<file path="config.mk">
export PLATFORM = sky130hd
export DESIGN_NAME = u128_div_cell
export DESIGN_NICKNAME = d
export VERILOG_FILES = /design/src/sv/u128_pkg.sv /design/src/sv/u128_div_cell.sv
export SDC_FILE = /design/constraint.sdc
export NUM_CORES = 1
export LEC_CHECK = 0
export ABC_AREA = 1
export BUFFER_PORTS_ARGS = -buffer_cell sky130_fd_sc_hd__buf_2
export CORE_AREA = 2 2 356 358
export DETAILED_ROUTE_END_ITERATION = 16
export DIE_AREA = 0 0 358 360
export PLACE_DENSITY = 0.33
export REMOVE_ABC_BUFFERS = 1
export SLEW_MARGIN = 20
export SYNTH_ARGS = -nofsm -noshare
export SYNTH_HDL_FRONTEND = slang
export SYNTH_SLANG_ARGS = --single-unit
</file>
<file path="constraint.sdc">
create_clock -name clk -period 0.8 [get_ports clk]
set_input_delay 0.12 -clock clk [delete_from_list [all_inputs] [get_ports clk]]
set_output_delay 0.12 -clock clk [all_outputs]
set_load 0.05 [all_outputs]
</file>
<file path="src/sv/u128_pkg.sv">
package u128_pkg;

    localparam int LIMB_W = 32;
    localparam int NUM_LIMBS = 4;
    localparam int WORD_W = LIMB_W * NUM_LIMBS;
    localparam int ACT_W = 3;
    localparam int STAT_W = 2;
    localparam int ORD_W = 2;
    localparam int DIV_STEPS = WORD_W;

    localparam logic [ACT_W-1:0] ACT_ADD = 3'd0;
    localparam logic [ACT_W-1:0] ACT_SUB = 3'd1;
    localparam logic [ACT_W-1:0] ACT_ADDS = 3'd2;
    localparam logic [ACT_W-1:0] ACT_MULS = 3'd3;
    localparam logic [ACT_W-1:0] ACT_DIVS = 3'd4;
    localparam logic [ACT_W-1:0] ACT_CMP = 3'd5;

    localparam logic [STAT_W-1:0] ST_OK = 2'd0;
    localparam logic [STAT_W-1:0] ST_OVF = 2'd1;
    localparam logic [STAT_W-1:0] ST_DIV0 = 2'd2;

    localparam logic [ORD_W-1:0] ORD_EQ = 2'd0;
    localparam logic [ORD_W-1:0] ORD_GT = 2'd1;
    localparam logic [ORD_W-1:0] ORD_LT = 2'd3;

    // Item travelling down the cell row.
    typedef struct packed {
        logic [ACT_W-1:0]  action;
        logic [WORD_W-1:0] left;
        logic [WORD_W-1:0] right;
        logic [LIMB_W-1:0] scalar;
        logic [WORD_W-1:0] quot;     // quotient bits / running work word
        logic [LIMB_W:0]   rem;      // partial remainder, one spare bit
    } item_t;

    typedef struct packed {
        logic [WORD_W-1:0] result;
        logic [STAT_W-1:0] status;
        logic [LIMB_W-1:0] remainder;
        logic [ORD_W-1:0]  order;
    } res_t;

endpackage

</file>
<file path="src/sv/u128_div_cell.sv">
// One restoring-division step: shifts one dividend bit into the partial
// remainder, then subtracts the divisor if it fits.
module u128_div_cell (
    input  logic              clk,
    input  logic              rst_n,
    input  logic              en,
    input  logic              in_vld,
    input  u128_pkg::item_t   in_item,
    output logic              out_vld,
    output u128_pkg::item_t   out_item
);

    logic                        vld_reg;
    u128_pkg::item_t             item_reg;
    u128_pkg::item_t             item_next;
    logic [u128_pkg::LIMB_W:0]   shifted;
    logic [u128_pkg::LIMB_W+1:0] diff;

    always_comb
    begin
        item_next = in_item;
        shifted   = {in_item.rem[u128_pkg::LIMB_W-1:0],
                     in_item.quot[u128_pkg::WORD_W-1]};
        diff      = {1'b0, shifted} - {2'b00, in_item.scalar};
        item_next.quot = {in_item.quot[u128_pkg::WORD_W-2:0], 1'b0};
        if (!diff[u128_pkg::LIMB_W+1])
        begin
            item_next.rem     = diff[u128_pkg::LIMB_W:0];
            item_next.quot[0] = 1'b1;
        end
        else
        begin
            item_next.rem = shifted;
        end
    end

    always_ff @(posedge clk or negedge rst_n)
    begin
        if (!rst_n)
        begin
            vld_reg <= 1'b0;
        end
        else if (en)
        begin
            vld_reg <= in_vld;
        end
    end

    always_ff @(posedge clk)
    begin
        if (en)
        begin
            item_reg <= item_next;
        end
    end

    assign out_vld  = vld_reg;
    assign out_item = item_reg;

endmodule

</file>
* Word level (Yosys, flattened, before mapping) *
Index checks and enable logic that the tools add are counted.

storage, ports and cells
  flip-flop bits (word level) = 453
  input port bits = 456
  output and inout port bits = 453
  word-level logic and storage cells = 10

cells by class
  add/sub/neg operators = 1
  multiplexer cells = 2

operator list
  operator          number
  $sub A33 B32 Y34  1
  $mux W33          1
  $mux W1           1

* Longest topological paths before layout *
  word-level depth = 2
  gate-level depth with buffers = 16
  mapped depth without buffers = 16

* Worst setup path after synthesis *
OpenSTA, ideal clock, no wires.

  path type = input-to-reg
  from = input in_item[160] (netlist bit)
  to = register item_reg, in the netlist out_item[32] (data pin)
  slack = -1.015 ns
  data required time = 0.551 ns
  stages on the path = 16
  arrival time = 1.566 ns
  buffers on the path = 0
  setup time = 0.249 ns
  cell sequence = inv_1 -> ha_1 -> inv_1 -> fa_1 -> nand3_1 -> nand3_1 -> nand2_1 -> nand2_1 -> nand2_1 -> nand2_1 -> nand2_1 -> nand2_1 -> nand2_1 -> nand2_1 -> nand2_1 -> inv_1

RTL lines
  element                 RTL line             RTL
  start: declaration      u128_div_cell.sv:8   input u128_pkg::item_t in_item,
  end signal: assignment  u128_div_cell.sv:53  item_reg <= item_next;
  end: declaration        u128_div_cell.sv:14  u128_pkg::item_t item_reg;

* Worst setup path after layout *
  from = register item_reg, in the netlist out_item[25]
  to = output out_item[25] (netlist bit)

RTL lines
  element           RTL line             RTL
  end: declaration  u128_div_cell.sv:10  output u128_pkg::item_t out_item

No word-level cell between the ends.

==> impl_metrics.ini <==
[clock_tree]
clk_latency_ns = 0.63
ctsRootBufferMaster = clkbuf_16
path_clk_slew_ns = 0.07
clock_sinks = 453
tritoncts = built
h-tree-depth = 2
clock_path_buffers = 3
cts_made_buffers = 57

[routing]
num_vias = 15600
wirelength_um = 90200
drt-initial-drc-count = 713
dr.pass1.iters = 5
avgRoutedWirePerCell_um = 20.0
drt-vias-per-instance = 3.46
antenna_left = 0
drc_errors = 0

[setup_path]
cp_data_arrival_time_ns = 1.35
r2r-start = out_vld
required_ns = 0.68
cp_cell_sequence = buf_12
worstRegToRegCells = 2
reg2reg_to = out_vld
cp_max_fo = 1
cp.depth = 1
cp-end-kind = primary output
rrSetupSlack_ns = -0.09
slowest_stage = edfxtp_1
critPathMaxStageDelay_ns = 0.50
cp_top_family = flip-flops
path_buf_inv = 1
criticalPathCategory = reg -> out
critPathLaunchType = flip-flop

[yosys]
ys_ff_latch = 453
yosys-top-cells-area = edfxtp_1 (81%), nand2_1 (6.2%), inv_1 (3.3%)
yosysTopAreaCellShare = 0.806
synth-async-reset-ratio = 0.00221
synth_edf_count = 452
avgSynthCellArea_um2 = 15.1
yosysSeqAreaShare = 0.807
yosysMostFrequentCell = edfxtp_1
yosys-top-cells-count = edfxtp_1 (452), nand2_1 (279), inv_1 (150), nand3_1 (63), nor2_1 (37)
ys_warn_count = 0
synth_area_um2 = 16800
ys_types = 33
syn_inst = 1117
yosys_most_used_dff = edfxtp_1
yosysTopAreaCell = edfxtp_1

[power]
power_density_nw_per_um2 = 2080
p_leak_nw = 16.2
comb_power_share = 0.286
internal_power_mw = 54.2
finalPower_mw = 79.2
p_clk_frac = 0.338
power_frac_seq = 0.376
switching_share = 0.316
p_switching_mw = 25.0
vdd_drop_max_v = 0.00150

[grt]
grt_max_degree = 51
overflow = 0
grt.total_usage = 0.134
grt_pass1_wl_um = 123000
grt_pass1_vias = 17000
antenna_found_initial = 23

[die]
chipWidth_um = 358
fp-row-count = 130
fp.coreArea_um2 = 125000
dieArea_um2 = 129000
start_util = 0.135
die_y_um = 360
ios = 909

[layout]
drive_above_1_share = 0.561
nets = 3289
seq_area_um2 = 13600
area_delta_synth_final_pct = 126
multi_input_area_um2 = 4250
n_fill_cell = 12600
stdcell_count = 4504

[timing]
fin_crit_ns = 1.47
whs_ns = -0.00131
relSlewSlack = 0.762
rsz0062_at_grt = true
skew_ns = 0
worstMarginPinSlew_ns = 0.357
timing.setup.tns_ns = -251.49
final_max_slew_viol_count = 0
setup_viol = 488
fin_crit_sh = 1.83
hold_viol_final = 5
setup_ws_ns = -0.668
max_freq_ghz = 0.681

[hold_path]
min_from = en
hold_path_class = in -> reg
worst_hold_path.endpoint = out_item[101]
whs_path_depth = 2

[placed_design]
dpl.cell_count = 3844
pre_cts_ws_ns = -1.46
portBuffers = 907
place.detailed.hpwl_um = 69300
gp_congestion = 0.827

[outcome]
violations = negative hold slack, negative setup slack
status = finished with violations

[job]
drv_cap = 0
-- registers in the layout, summed over array words and instances, names as in the netlist --
name,flops
out_vld,1
out_item,452
-- power groups by stage --
stage,logic [mW],clock network (mW),registers [mW]
floorplan,1.84,0,36.5
global placement,16.8,0,29.9
detailed placement,16.8,0,29.8
CTS,22.3,27.8,29.8
global route,23.6,28.8,30.0
finish,22.6,26.8,29.8
-- worst max path at each step --
stage                             from      endpoint  slack (ns)
after floorplan           in_item[189]   out_item[0]       -1.10
after global placement    in_item[175]  out_item[20]       -1.46
after detailed placement  in_item[173]  out_item[20]       -1.46
after CTS                 out_item[25]  out_item[25]       -0.75
after global routing      out_item[25]  out_item[25]       -0.75
final                     out_item[25]  out_item[25]       -0.67
-- final cells by class --
cell class                 instances  share of cell area
timing repair buffer            1627               0.410
sequential                       453               0.357
multi-input combinational        509               0.112
tap                             1650              0.0542
clock buffer                      64              0.0381
inverter                         152              0.0169
clock inverter                    38              0.0124
antenna                           11            0.000722
-- metrics by stage --
stage                     instance area [um2]   util
after global routing                    38100  0.305
final                                   38100  0.305
after detailed placement                26400  0.211
after CTS                               37400  0.300
after global placement                  26400  0.211
after floorplan                         16800      -
-- cell usage in the layout (no fill, tap or decap), types with 5 or more instances in the layout --
cell	count
nor2_2	10
inv_1	100
nand2_2	91
a21oi_1	5
xor2_1	11
nand3_1	16
nor2_4	19
nand3_2	44
ha_4	32
dlygate4sd3_1	456
inv_2	29
clkbuf_16	57
buf_8	19
a21oi_2	12
nand2_1	156
buf_12	129
nand2_4	35
nand2_8	8
nor2_1	12
clkinv_2	10
inv_4	18
and2_1	7
clkinvlp_4	6
buf_4	214
bufinv_16	9
buf_6	388
nand3b_1	6
diode_2	11
inv_6	7
clkbuf_1	7
nand3_4	14
nand4_1	7
buf_2	416
clkinv_1	6
edfxtp_1	452
-- timing repair --
item                        CTS  global route
pin swaps                   111           118
cloned                       13             0
hold endpoints to repair    463             7
hold buffers                457             1
resized for setup          1085           164
setup endpoints to repair   487           498
buffers inserted             67            20
-- cells by family (layout without fill, tap and decap cells) --
kind of cell,Yosys count,count (layout),synth area share
buffers and inverters,161,1881,0.0386
muxes,1,1,0.000669
AOI/OAI and AO/OA,24,24,0.00780
other,0,11,0
DFF,453,453,0.807
xor gates and xnor gates,15,15,0.00780
adders and majority gates,33,33,0.0250
and+or+nand+nor,430,436,0.113
-- metal layers --
metal  wire length, um  global-route usage
met5               101                   0
met4              2760              0.0399
met3              7120              0.0416
met2             47100               0.245
met1             33100               0.147
Power figures use the tool's default switching activity.
